--- src/assert_macros.svh ---
// assertion helpers shared by the rtl
`ifndef ASSERT_MACROS_SVH
`define ASSERT_MACROS_SVH

// same-cycle implication, checked outside reset
`define CHK_SAME(lbl, ante, cons) \
    lbl: assert property (@(posedge i_clk) disable iff (!i_rst_n) (ante) |-> (cons)) \
        else $error("same-cycle check failed");

// next-cycle implication, checked outside reset
`define CHK_NEXT(lbl, ante, cons) \
    lbl: assert property (@(posedge i_clk) disable iff (!i_rst_n) (ante) |=> (cons)) \
        else $error("next-cycle check failed");

`endif

--- src/brsf_pkg.sv ---
package brsf_pkg;

    localparam int CACHE_DEPTH  = 16;   // power of two, slot pointers wrap naturally
    localparam int MAX_SEGMENTS = 64;
    localparam int SLOT_W       = $clog2(CACHE_DEPTH);
    localparam int OCC_W        = $clog2(CACHE_DEPTH + 1);
    localparam int SEG_W        = $clog2(MAX_SEGMENTS);

    localparam int POS_W  = 48;
    localparam int CNT_W  = 32;
    localparam int BS_W   = 17;
    localparam int OFF_W  = 16;
    localparam int CE_W   = 5;

    localparam int IN_W   = 80;
    localparam int OUT_W  = 216;

    localparam logic [1:0] OP_READ  = 2'd0;
    localparam logic [1:0] OP_SEEK  = 2'd1;
    localparam logic [1:0] OP_FLUSH = 2'd2;

    localparam logic [1:0] REG_BLK_BYTES  = 2'd0;
    localparam logic [1:0] REG_CACHE_ENT  = 2'd1;
    localparam logic [1:0] REG_STREAM_LEN = 2'd2;

    localparam logic [BS_W-1:0] BS_MAX = BS_W'(65536);

    typedef enum logic [3:0] {
        ST_IDLE,
        ST_CLAMP,
        ST_DIV,
        ST_DIVDONE,
        ST_LEN,
        ST_SISSUE,
        ST_SCMP,
        ST_MISS,
        ST_EISSUE,
        ST_ERD,
        ST_CHK,
        ST_UPD,
        ST_EMIT,
        ST_NEXT
    } t_state;

endpackage

--- src/block_range_splitter_fifo_cache.sv ---
// Block range splitter with a FIFO block directory. Each transfer on the slave stream is one
// request, its opcode in tuser: read (0), absolute seek (1), directory flush (2); opcode 3
// does nothing. A read is clamped to the bytes left before stream_length, then cut at the
// current position into per-block segments, one master transfer each; the final one has
// tlast. Every segment is looked up in a 16-entry FIFO directory (hits do not reorder, a miss
// inserts and evicts the oldest entry once the configured size is reached). A miss on a
// block running past the stream end reports error and ends the request with the position
// unchanged. A read stops after 64 segments. Seek, flush and opcode 3 give one result.
// Seek, flush and opcode 3 hold the slave side for accept and emit. A read takes the accept,
// a clamp step, the bit-serial divider (position / block size, one quotient bit per cycle)
// and a step to load quotient and remainder; an empty read then goes on to the emit. Each
// segment probes directory entries (issue, compare); a hit updates and emits, a miss reads
// out the oldest entry on an eviction, checks the stream end, then inserts or reports error.
// A next step lies between segments. The directory is one small memory with a registered
// read port, probed one slot at a time. The emit cycle waits while the output register still
// holds an untaken result. The slave side is not ready while a request is in work.
module block_range_splitter_fifo_cache (
    input  logic                        i_clk,
    input  logic                        i_rst_n,
    // request stream, tdata: target_position[47:0], count[79:48]
    input  logic                        s_axis_tvalid,
    output logic                        s_axis_tready,
    input  logic [brsf_pkg::IN_W-1:0]   s_axis_tdata,
    // request stream, tuser: opcode[1:0]
    input  logic [1:0]                  s_axis_tuser,
    // result stream, tdata: block_index[47:0], offset_in_block[63:48], seg_length[80:64],
    // dest_offset[112:81], hit[113], slot[117:114], evicted[118], evicted_block[166:119],
    // error[167], new_position[215:168]; tlast carries last
    output logic                        m_axis_tvalid,
    input  logic                        m_axis_tready,
    output logic [brsf_pkg::OUT_W-1:0]  m_axis_tdata,
    output logic                        m_axis_tlast,
    // register write channel
    input  logic                        i_cfg_valid,
    output logic                        o_cfg_ready,
    input  logic [1:0]                  i_cfg_index,
    input  logic [brsf_pkg::POS_W-1:0]  i_cfg_data
);

    localparam int PW = brsf_pkg::POS_W;
    localparam int CW = brsf_pkg::CNT_W;
    localparam int BW = brsf_pkg::BS_W;
    localparam int OW = brsf_pkg::OFF_W;
    localparam int SW = brsf_pkg::SLOT_W;
    localparam int QW = brsf_pkg::OCC_W;
    localparam int NW = brsf_pkg::SEG_W;
    localparam int EW = brsf_pkg::CE_W;

    brsf_pkg::t_state r_state, n_state;

    // configuration registers
    logic [BW-1:0] r_bs_cfg;
    logic [EW-1:0] r_ce_cfg;
    logic [PW-1:0] r_sl;

    // architectural state
    logic [PW-1:0] r_cur;
    logic [SW-1:0] r_head;
    logic [QW-1:0] r_occ;
    logic [PW-1:0] r_ring [brsf_pkg::CACHE_DEPTH];
    logic [PW-1:0] r_rdata;

    // request working registers
    logic [PW-1:0] r_pos;
    logic [CW-1:0] r_count;
    logic [CW-1:0] r_rem;
    logic [PW-1:0] r_dvd;       // dividend, shifts into quotient
    logic [BW-1:0] r_rmd;       // partial remainder
    logic [5:0]    r_dcnt;
    logic [PW-1:0] r_base;      // byte address of the block start
    logic [QW-1:0] r_k;
    logic [SW-1:0] r_probe;
    logic [NW-1:0] r_nseg;

    // current result fields
    logic [PW-1:0] r_blk;
    logic [OW-1:0] r_off;
    logic [BW-1:0] r_len;
    logic [CW-1:0] r_dst;
    logic          r_hit;
    logic [SW-1:0] r_slot;
    logic          r_ev;
    logic [PW-1:0] r_evb;
    logic          r_err;
    logic [PW-1:0] r_npos;
    logic          r_fin;

    // output register
    logic                       r_ov;
    logic [brsf_pkg::OUT_W-1:0] r_odata;
    logic                       r_olast;

    // control outputs of the sequencer
    logic          w_in_go;
    logic          w_emit_go;
    logic          w_mem_we;
    logic [SW-1:0] w_raddr;

    // effective settings and decisions
    logic [BW-1:0]   w_bs;
    logic [QW-1:0]   w_cap;
    logic [BW:0]     w_trial;
    logic            w_qbit;
    logic            w_match;
    logic            w_k_end;
    logic            w_evict;
    logic            w_past;
    logic            w_seg_last;
    logic [BW-1:0]   w_blen;
    logic [PW-1:0]   w_diff;
    logic [1:0]      w_op;

    assign w_op = s_axis_tuser;

    // out-of-range block size and directory size are pulled into range
    always_comb begin
        if (r_bs_cfg == '0) begin
            w_bs = BW'(1);
        end else if (r_bs_cfg > brsf_pkg::BS_MAX) begin
            w_bs = brsf_pkg::BS_MAX;
        end else begin
            w_bs = r_bs_cfg;
        end
        if (r_ce_cfg == '0) begin
            w_cap = QW'(1);
        end else if (QW'(r_ce_cfg) > QW'(brsf_pkg::CACHE_DEPTH)) begin
            w_cap = QW'(brsf_pkg::CACHE_DEPTH);
        end else begin
            w_cap = QW'(r_ce_cfg);
        end
    end

    // restoring divider step
    assign w_trial = {r_rmd, r_dvd[PW-1]};
    assign w_qbit  = (w_trial >= {1'b0, w_bs});

    assign w_match    = (r_rdata == r_blk);
    assign w_k_end    = ((r_k + QW'(1)) == r_occ);
    assign w_evict    = (r_occ >= w_cap) && (r_occ != '0);
    assign w_past     = ({1'b0, r_base} + (PW+1)'(w_bs)) > {1'b0, r_sl};
    assign w_seg_last = (r_rem == CW'(r_len)) || (r_nseg == NW'(brsf_pkg::MAX_SEGMENTS - 1));
    assign w_blen     = w_bs - BW'(r_off);
    assign w_diff     = r_sl - r_pos;

    // next state
    always_comb begin
        n_state = r_state;
        unique case (r_state)
            brsf_pkg::ST_IDLE: begin
                if (w_in_go) begin
                    n_state = (w_op == brsf_pkg::OP_READ) ? brsf_pkg::ST_CLAMP
                                                          : brsf_pkg::ST_EMIT;
                end
            end
            brsf_pkg::ST_CLAMP:   n_state = brsf_pkg::ST_DIV;
            brsf_pkg::ST_DIV: begin
                if (r_dcnt == 6'(PW - 1)) n_state = brsf_pkg::ST_DIVDONE;
            end
            brsf_pkg::ST_DIVDONE: n_state = brsf_pkg::ST_LEN;
            brsf_pkg::ST_LEN: begin
                if (r_rem == '0) begin
                    n_state = brsf_pkg::ST_EMIT;
                end else if (r_occ == '0) begin
                    n_state = brsf_pkg::ST_MISS;
                end else begin
                    n_state = brsf_pkg::ST_SISSUE;
                end
            end
            brsf_pkg::ST_SISSUE:  n_state = brsf_pkg::ST_SCMP;
            brsf_pkg::ST_SCMP: begin
                if (w_match) begin
                    n_state = brsf_pkg::ST_UPD;
                end else if (w_k_end) begin
                    n_state = brsf_pkg::ST_MISS;
                end else begin
                    n_state = brsf_pkg::ST_SISSUE;
                end
            end
            brsf_pkg::ST_MISS: begin
                n_state = w_evict ? brsf_pkg::ST_EISSUE : brsf_pkg::ST_CHK;
            end
            brsf_pkg::ST_EISSUE:  n_state = brsf_pkg::ST_ERD;
            brsf_pkg::ST_ERD:     n_state = brsf_pkg::ST_CHK;
            brsf_pkg::ST_CHK: begin
                n_state = w_past ? brsf_pkg::ST_EMIT : brsf_pkg::ST_UPD;
            end
            brsf_pkg::ST_UPD:     n_state = brsf_pkg::ST_EMIT;
            brsf_pkg::ST_EMIT: begin
                if (w_emit_go) begin
                    n_state = r_fin ? brsf_pkg::ST_IDLE : brsf_pkg::ST_NEXT;
                end
            end
            brsf_pkg::ST_NEXT:    n_state = brsf_pkg::ST_LEN;
            default:              n_state = brsf_pkg::ST_IDLE;
        endcase
    end

    // sequencer outputs
    always_comb begin
        s_axis_tready = (r_state == brsf_pkg::ST_IDLE);
        w_in_go       = s_axis_tvalid && s_axis_tready;
        w_emit_go     = (r_state == brsf_pkg::ST_EMIT) && (!r_ov || m_axis_tready);
        w_mem_we      = (r_state == brsf_pkg::ST_CHK) && !w_past;
        unique case (r_state)
            brsf_pkg::ST_SISSUE: w_raddr = r_head - SW'(1) - SW'(r_k);
            brsf_pkg::ST_EISSUE: w_raddr = r_head - SW'(r_occ);   // oldest valid entry
            default:             w_raddr = '0;
        endcase
    end

    always_ff @(posedge i_clk) begin
        if (!i_rst_n) begin
            r_state <= brsf_pkg::ST_IDLE;
        end else begin
            r_state <= n_state;
        end
    end

    // configuration writes
    assign o_cfg_ready = 1'b1;

    always_ff @(posedge i_clk) begin
        if (!i_rst_n) begin
            r_bs_cfg <= BW'(4096);
            r_ce_cfg <= EW'(16);
            r_sl     <= '0;
        end else if (i_cfg_valid) begin
            unique case (i_cfg_index)
                brsf_pkg::REG_BLK_BYTES:  r_bs_cfg <= i_cfg_data[BW-1:0];
                brsf_pkg::REG_CACHE_ENT:  r_ce_cfg <= i_cfg_data[EW-1:0];
                brsf_pkg::REG_STREAM_LEN: r_sl     <= i_cfg_data;
                default: ;
            endcase
        end
    end

    // directory tag store
    always_ff @(posedge i_clk) begin
        if (w_mem_we) begin
            r_ring[r_head] <= r_blk;
        end
        r_rdata <= r_ring[w_raddr];
    end

    // control state: position, directory pointers
    always_ff @(posedge i_clk) begin
        if (!i_rst_n) begin
            r_cur  <= '0;
            r_head <= '0;
            r_occ  <= '0;
        end else begin
            if (w_in_go) begin
                case (w_op)
                    brsf_pkg::OP_SEEK:  r_cur <= s_axis_tdata[47:0];
                    brsf_pkg::OP_FLUSH: begin
                        r_head <= '0;
                        r_occ  <= '0;
                    end
                    default: ;
                endcase
            end
            if (r_state == brsf_pkg::ST_ERD) begin
                r_occ <= r_occ - QW'(1);
            end
            if (w_mem_we) begin
                r_head <= r_head + SW'(1);
                if (r_occ < QW'(brsf_pkg::CACHE_DEPTH)) r_occ <= r_occ + QW'(1);
            end
            if ((r_state == brsf_pkg::ST_UPD) && w_seg_last) begin
                r_cur <= r_pos + PW'(r_len);
            end
        end
    end

    // request datapath
    always_ff @(posedge i_clk) begin
        case (r_state)
            brsf_pkg::ST_IDLE: begin
                if (w_in_go) begin
                    r_pos   <= r_cur;
                    r_count <= s_axis_tdata[79:48];
                    r_blk   <= '0;
                    r_off   <= '0;
                    r_len   <= '0;
                    r_dst   <= '0;
                    r_hit   <= 1'b0;
                    r_slot  <= '0;
                    r_ev    <= 1'b0;
                    r_evb   <= '0;
                    r_err   <= 1'b0;
                    r_fin   <= 1'b1;
                    r_nseg  <= '0;
                    r_npos  <= (w_op == brsf_pkg::OP_SEEK) ? s_axis_tdata[47:0] : r_cur;
                end
            end
            brsf_pkg::ST_CLAMP: begin
                if (r_pos >= r_sl) begin
                    r_rem <= '0;
                end else if (w_diff > PW'(r_count)) begin
                    r_rem <= r_count;
                end else begin
                    r_rem <= w_diff[CW-1:0];
                end
                r_dvd  <= r_pos;
                r_rmd  <= '0;
                r_dcnt <= '0;
            end
            brsf_pkg::ST_DIV: begin
                r_rmd  <= w_qbit ? BW'(w_trial - {1'b0, w_bs}) : w_trial[BW-1:0];
                r_dvd  <= {r_dvd[PW-2:0], w_qbit};
                r_dcnt <= r_dcnt + 6'd1;
            end
            brsf_pkg::ST_DIVDONE: begin
                r_blk  <= r_dvd;
                r_off  <= r_rmd[OW-1:0];
                r_base <= r_pos - PW'(r_rmd);
            end
            brsf_pkg::ST_LEN: begin
                r_hit  <= 1'b0;
                r_slot <= '0;
                r_ev   <= 1'b0;
                r_evb  <= '0;
                r_err  <= 1'b0;
                r_k    <= '0;
                if (r_rem == '0) begin
                    // empty read: position only
                    r_len  <= '0;
                    r_npos <= r_pos;
                    r_fin  <= 1'b1;
                end else if (CW'(w_blen) > r_rem) begin
                    r_len <= r_rem[BW-1:0];
                end else begin
                    r_len <= w_blen;
                end
            end
            brsf_pkg::ST_SISSUE: r_probe <= w_raddr;
            brsf_pkg::ST_SCMP: begin
                if (w_match) begin
                    r_hit  <= 1'b1;
                    r_slot <= r_probe;
                end
                r_k <= r_k + QW'(1);
            end
            brsf_pkg::ST_ERD: begin
                r_ev  <= 1'b1;
                r_evb <= r_rdata;
            end
            brsf_pkg::ST_CHK: begin
                if (w_past) begin
                    // block runs past the stream end: end the run, position kept
                    r_err  <= 1'b1;
                    r_npos <= r_cur;
                    r_fin  <= 1'b1;
                end else begin
                    r_slot <= r_head;
                end
            end
            brsf_pkg::ST_UPD: begin
                r_npos <= r_pos + PW'(r_len);
                r_fin  <= w_seg_last;
            end
            brsf_pkg::ST_NEXT: begin
                r_pos  <= r_pos + PW'(r_len);
                r_rem  <= r_rem - CW'(r_len);
                r_dst  <= r_dst + CW'(r_len);
                r_nseg <= r_nseg + NW'(1);
                r_blk  <= r_blk + PW'(1);
                r_off  <= '0;
                r_base <= r_base + PW'(w_bs);
            end
            default: ;
        endcase
    end

    // output register
    always_ff @(posedge i_clk) begin
        if (!i_rst_n) begin
            r_ov <= 1'b0;
        end else if (w_emit_go) begin
            r_ov <= 1'b1;
        end else if (m_axis_tready) begin
            r_ov <= 1'b0;
        end
    end

    always_ff @(posedge i_clk) begin
        if (w_emit_go) begin
            r_odata <= {r_npos, r_err, r_evb, r_ev, r_slot, r_hit, r_dst, r_len, r_off, r_blk};
            r_olast <= r_fin;
        end
    end

    assign m_axis_tvalid = r_ov;
    assign m_axis_tdata  = r_odata;
    assign m_axis_tlast  = r_olast;

`include "assert_macros.svh"

    // a taken request always leaves idle
    `CHK_NEXT(a_busy_after_accept, w_in_go, r_state != brsf_pkg::ST_IDLE)
    // a tag compare that matches marks the segment as hit
    `CHK_NEXT(a_match_sets_hit, (r_state == brsf_pkg::ST_SCMP) && w_match, r_hit)
    // an insert leaves the directory non-empty
    `CHK_NEXT(a_insert_occupies, w_mem_we, r_occ != '0)
    // the probe count never passes the occupancy
    `CHK_SAME(a_probe_bound, r_state == brsf_pkg::ST_SISSUE, r_k < r_occ)

endmodule
--- config.mk ---
export PLATFORM = sky130hd
export DESIGN_NAME = block_range_splitter_fifo_cache
export DESIGN_NICKNAME = d
export VERILOG_FILES = /design/src/brsf_pkg.sv /design/src/block_range_splitter_fifo_cache.sv
export VERILOG_INCLUDE_DIRS = /design/src /design/src/src
export SDC_FILE = /design/constraint.sdc
export NUM_CORES = 2
export LEC_CHECK = 0
export BUFFER_PORTS_ARGS = -buffer_cell sky130_fd_sc_hd__buf_4
export CAP_MARGIN = 0
export CORE_ASPECT_RATIO = 0.5
export CORE_MARGIN = 4
export CORE_UTILIZATION = 62
export CTS_CLUSTER_DIAMETER = 100
export DETAILED_ROUTE_END_ITERATION = 8
export PLACE_DENSITY = 0.8
export SYNTH_ARGS = -nofsm -noshare
export SYNTH_HDL_FRONTEND = slang
export SYNTH_SLANG_ARGS = --single-unit
--- constraint.sdc ---
create_clock -name i_clk -period 16.4 [get_ports i_clk]
set_clock_uncertainty 0.05 [all_clocks]
set_input_delay 4.92 -clock i_clk [delete_from_list [all_inputs] [get_ports i_clk]]
set_output_delay 4.92 -clock i_clk [all_outputs]
set_load 0.05 [all_outputs]
Yosys cells after proc, flatten, opt, wreduce, memory -nomap -nowiden --
Memories as Yosys holds them, arrays and structs flattened. A register that Yosys moved wholly into a read port is not among the register bits. Cells that the tools add are included.
Storage, ports and cells: register bits 812, RAM bits 768, input bits 137, word-level logic and storage cells 209, memories kept 1
Memories:
- r_ring | depth 16, width 48, read ports 1, clocked after Yosys merged registers in 1, wr ports 1, RTL line block_range_splitter_fifo_cache.sv:60 | logic [PW-1:0] r_ring [brsf_pkg::CACHE_DEPTH];
Operators by class: $add $sub $neg 19, order comparisons 9, eq/ne operators 29, multiplexer cells 72, reduce and logical (&&, ||, !) cells 48
Operator list (number):
- $mux 48 | 7
- $pmux 48 s2 | 3
- $pmux 48 s3 | 2
- $pmux 48 s4 | 1
- $pmux 32 s2 | 2
- $mux 17 | 6
- $add 48x17->48 | 2
- $mux 32 | 3
- $pmux 17 s2 | 2
- $mux 4 | 13
- $pmux 4 s13 | 1
- $add 48x17->49 | 1
- $gt 49x48->1 | 1
- $add 48x1->48 const B | 1
- $eq 48x48->1 | 1
- $ge 48x48->1 | 1
- $gt 48x32->1 | 1
- $pmux 16 s3 | 1
- $sub 48x17->48 | 1
- $sub 48x48->48 | 1
- $mux 5 | 7
- $add 32x17->32 | 1
- $eq 32x17->1 | 1
- $gt 17x32->1 | 1
- 51 further kinds | 116

Longest topological paths before layout --
word-level depth 9, gate-level depth with buffers 33

Worst setup path before layout --
No wires, ideal clock.
path type input to register, from in m_axis_tready, to reg r_odata (netlist bit m_axis_tdata[0]), enable pin, library setup time 0.798 ns, arrival 13.988 ns, data required time 15.552 ns, path slack 1.564 ns, stages on the path 2, path buffers 0, cells stage by stage nor2b_1 > nor2_1
Between the ends: cells in the longest elaborated chain, start to end 2
RTL lines:
- from (decl) | RTL line block_range_splitter_fifo_cache.sv:30 | input logic m_axis_tready,
- $logic_or 1x1->1 | RTL line block_range_splitter_fifo_cache.sv:202 | w_emit_go = (r_state == brsf_pkg::ST_EMIT) && (!r_ov || m_axis_tready);
- $logic_and 1x1->1 | RTL line block_range_splitter_fifo_cache.sv:202
- named net w_emit_go | RTL line block_range_splitter_fifo_cache.sv:95 | logic w_emit_go;
- to (signal assigned) | RTL line block_range_splitter_fifo_cache.sv:388 | r_odata <= {r_npos, r_err, r_evb, r_ev, r_slot, r_hit, r_dst, r_len, r_off, r_blk};
- to (decl) | RTL line block_range_splitter_fifo_cache.sv:90 | logic [brsf_pkg::OUT_W-1:0] r_odata;
The timed path passes the listed nets, and every way through them passes these cells. A chain may end at the register's enable or synchronous reset.

Worst setup path in the final report --
from reg r_bs_cfg[9], to mem r_ring[0][5] (netlist name), enable pin
Between the ends: cells in the longest elaborated chain, start to end 9, elaborated cells between the ends (all ways) 10, those cells by class add/sub: 1; order compare: 2; mux: 4; reduce/logical: 3
RTL lines:
- from (decl) | RTL line block_range_splitter_fifo_cache.sv:52 | logic [BW-1:0] r_bs_cfg;
- from (signal assigned) | RTL line block_range_splitter_fifo_cache.sv:229 | brsf_pkg::REG_BLK_BYTES: r_bs_cfg <= i_cfg_data[BW-1:0];
- $gt 17x17->1 | RTL line block_range_splitter_fifo_cache.sv:119 | end else if (r_bs_cfg > brsf_pkg::BS_MAX) begin
- $mux 17 | RTL line block_range_splitter_fifo_cache.sv:119
- $mux 17 * | RTL line block_range_splitter_fifo_cache.sv:117 | if (r_bs_cfg == '0) begin
- $add 48x17->49 * | RTL line block_range_splitter_fifo_cache.sv:140 | assign w_past = ({1'b0, r_base} + (PW+1)'(w_bs)) > {1'b0, r_sl};
- $gt 49x48->1 * | RTL line block_range_splitter_fifo_cache.sv:140
- $logic_not 1->1 * | RTL line block_range_splitter_fifo_cache.sv:203 | w_mem_we = (r_state == brsf_pkg::ST_CHK) && !w_past;
- $logic_and 1x1->1 * | RTL line block_range_splitter_fifo_cache.sv:203
- $mux 1 * | RTL line block_range_splitter_fifo_cache.sv:239 | if (w_mem_we) begin
- $mux 1 (not written as such) * | RTL line block_range_splitter_fifo_cache.sv:240 | r_ring[r_head] <= r_blk;
- to (decl) | RTL line block_range_splitter_fifo_cache.sv:60
Mark *: on every way between the ends. The rest lies on a longest branch, timed or not.

==> impl_metrics.tcl <==
set metrics [dict create \
    status "finished, final reports clean" \
    grt_util_all_layers_pct 36.0 \
    p_leak_nw 31.9 \
    clkTransAtPathRegs_ps 70 \
    die_area_mm2 0.130 \
    path_buf_inv 3 \
    cts_tree "built" \
    worstSetupPathType "reg -> reg" \
    rows 91 \
    die_h_um 257 \
    via_per_inst 6.54 \
    syn_area_mm2 0.0771 \
    dp_cells 8633 \
    crit_slowest_cell "buf_4" \
    grt_max_degree 155 \
    ctsResizeCount 0 \
    drt-total-wl_mm 241 \
    slew_violations 0 \
    crit_path_start "r_bs_cfg[9]" \
    grt_antenna_before_repair 13 \
    worst_pin_slew_ps 1230 \
    rsz0062_at_grt "false" \
    required_ps 16750 \
    post-cts-setup-buffer-count 0 \
    routed-via-count 58200 \
    finalSetupTns_ps 0 \
    crit_top_cell "o21ai_0" \
    die_x_um 507 \
    clock_sinks 1628 \
    crit_path_end_kind "flop" \
    initial_core_util_pct 62.5 \
    fin_cells 8896 \
    yosys.cell_types.count 94 \
    wl_per_cell_um 27.0 \
    grt_pass1_wl_mm 353 \
    syn_avg_cell_area_um2 11.3 \
    first_global_vias 55700 \
    fin_nets 7532 \
    start_kind "flop" \
    holdBufCountCts 0 \
    p_total_mw 12.7 \
    syn_inst 6826 \
    io_pins 357 \
    synth_flop_cell "edfxtp_1" \
    crit_arrival_ps 8740 \
    area_growth_pct 12.1 \
    core_area_mm2 0.123 \
    fmaxAchievable_mhz 119 \
    clock_latency_ps 810 \
    hp-start "r_slot[1]" \
    yosys_warnings 0 \
    drc_errors 0 \
    hold_class "reg -> reg" \
    relSlewSlack_pct 17.9 \
    synth_nets 7257 \
    synth-seq-cells 1628 \
    grt_remaining_overflow 0 \
    p_per_area_mw_per_mm2 147 \
    max_stage_delay_ps 620 \
    period_minus_slack_ps 8390 \
    antenna_left 0 \
    fill_cells 8620 \
    cts_max_level 4 \
    critPathTopFamily "compound AO/OA/AOI/OAI gates" \
    drt_iter0_drc 8675 \
    drive_gt1_share_pct 10.8 \
    cts_buffers 140 \
    maxCapViolCount 0 \
    path_max_fanout 34 \
    io_buffers 355 \
    dp_hpwl_mm 161 \
    async_flop_share_pct 0 \
    hold_viol 0 \
    r2r-start "r_bs_cfg[9]" \
    period_share_pct 51.2 \
    gp_congestion 0.984 \
    cts_buffer_depth 3 \
    setup_viol 0 \
    ys_seq_area_share_pct 61.0 \
    drt-pass1-iter-count 6 \
    synth_edf_count 1448 \
    postLayoutCoreUtil_pct 70.1 \
    root_buffer "clkbuf_16" \
    irDropWorstVdd_v 0.000106 \
]
==> placed cells by master (no fill, tap or decap), drive strengths merged, types with 143 or more instances in the layout <==
cell type	count
inv	290
o21ai	299
xor2	143
nand3	281
dfxtp	180
a21oi	346
edfxtp	1448
nor2	293
and3	157
clkbuf	197
a311oi	150
ha	284
nand2	1375
buf	473
xnor2	199
==> path summary, 6_finish.rpt <==
kind	endpoint	slack, ps	cells past startpoint
max reg2reg	r_ring[0][5]	8010	31
min reg2reg	m_axis_tdata[115]	340	0
min	m_axis_tdata[115]	340	0
max	r_ring[0][5]	8010	31
==> Yosys cell counts (16+ instances only) <==
library cell,count,area (um^2)
nor2b_1,53,332
mux2_2,23,259
a311oi_1,150,1310
nor2_1,291,1090
nor3_1,89,445
a22oi_1,27,203
a21o_1,71,533
edfxtp_1,1448,43500
o221ai_1,20,175
a222oi_1,16,160
inv_1,285,1070
nand3_1,281,1410
nand4_1,65,407
o211ai_1,16,120
nand2_1,1374,5160
and3_1,157,982
a31oi_1,76,475
buf_1,27,101
dfxtp_1,180,3600
o22ai_1,40,250
and2_1,71,444
mux2i_1,91,911
xor2_1,143,1250
nor4_1,45,282
ha_1,284,3550
o21a_1,28,210
a221oi_1,16,140
nand2b_1,37,231
o21ai_0,290,1450
a211oi_1,25,188
xnor2_1,199,1740
clkbuf_1,291,1090
a21oi_1,343,1720
==> state kept, by name (all words and copies together) (netlist names), 16 cells and up <==
signal,cells
r_pos,48
r_bs_cfg,17
r_rem,32
r_npos,48
r_rmd,17
r_base,48
r_sl,48
r_off,16
r_dvd,48
r_rdata,48
m_axis_tdata,216
r_len,17
r_count,32
r_dst,32
r_evb,48
r_ring,768
r_blk,48
r_cur,48
==> power by group <==
group	switching [mW]	internal, mW	total, mW
Clock	1.60	1.90	3.50
Sequential	0.474	5.27	5.74
Combinational	2.37	1.07	3.44
==> cell families after synthesis <==
family                     synth area share, %
muxes                                     1.52
adders and majority gates                 4.87
other                                  0.00486
xor gates and xnor gates                  3.88
AOI/OAI and AO/OA                         10.9
and+or+nand+nor                           14.7
DFF                                       61.0
buffers and inverters                     3.15
==> metrics by stage <==
stage | worst slack [ps] | hold slack, ps | cell area, um^2
2_1_floorplan | 1560 | 350 | 77100
3_3_place_gp | 8250 | 350 | 81700
3_5_place_dp | 8210 | 355 | 81700
4_1_cts | 8120 | 346 | 86500
5_1_grt | 7550 | 353 | 86500
6_report | 8010 | 342 | 86500
==> per-layer routing <==
layer	global-route usage [%]	up-vias	part of all wire [%]
met5	0	-	0.072
met4	13.1	19	3.8
met3	7.19	532	11
met2	54.5	3671	45
met1	52.0	28500	40
li1	-	25400	-
==> area by class of cell <==
type | instances | area (um^2) | area share (%)
tap | 1674 | 2090 | 2.42
sequential | 1628 | 47100 | 54.4
antenna | 2 | 5.00 | 0.00579
clock buffer | 197 | 3840 | 4.44
clock inverter | 64 | 957 | 1.11
inverter | 293 | 1110 | 1.28
multi-input combinational | 4565 | 27800 | 32.2
timing repair buffer | 473 | 3580 | 4.13
Power figures use the tool's default switching activity.
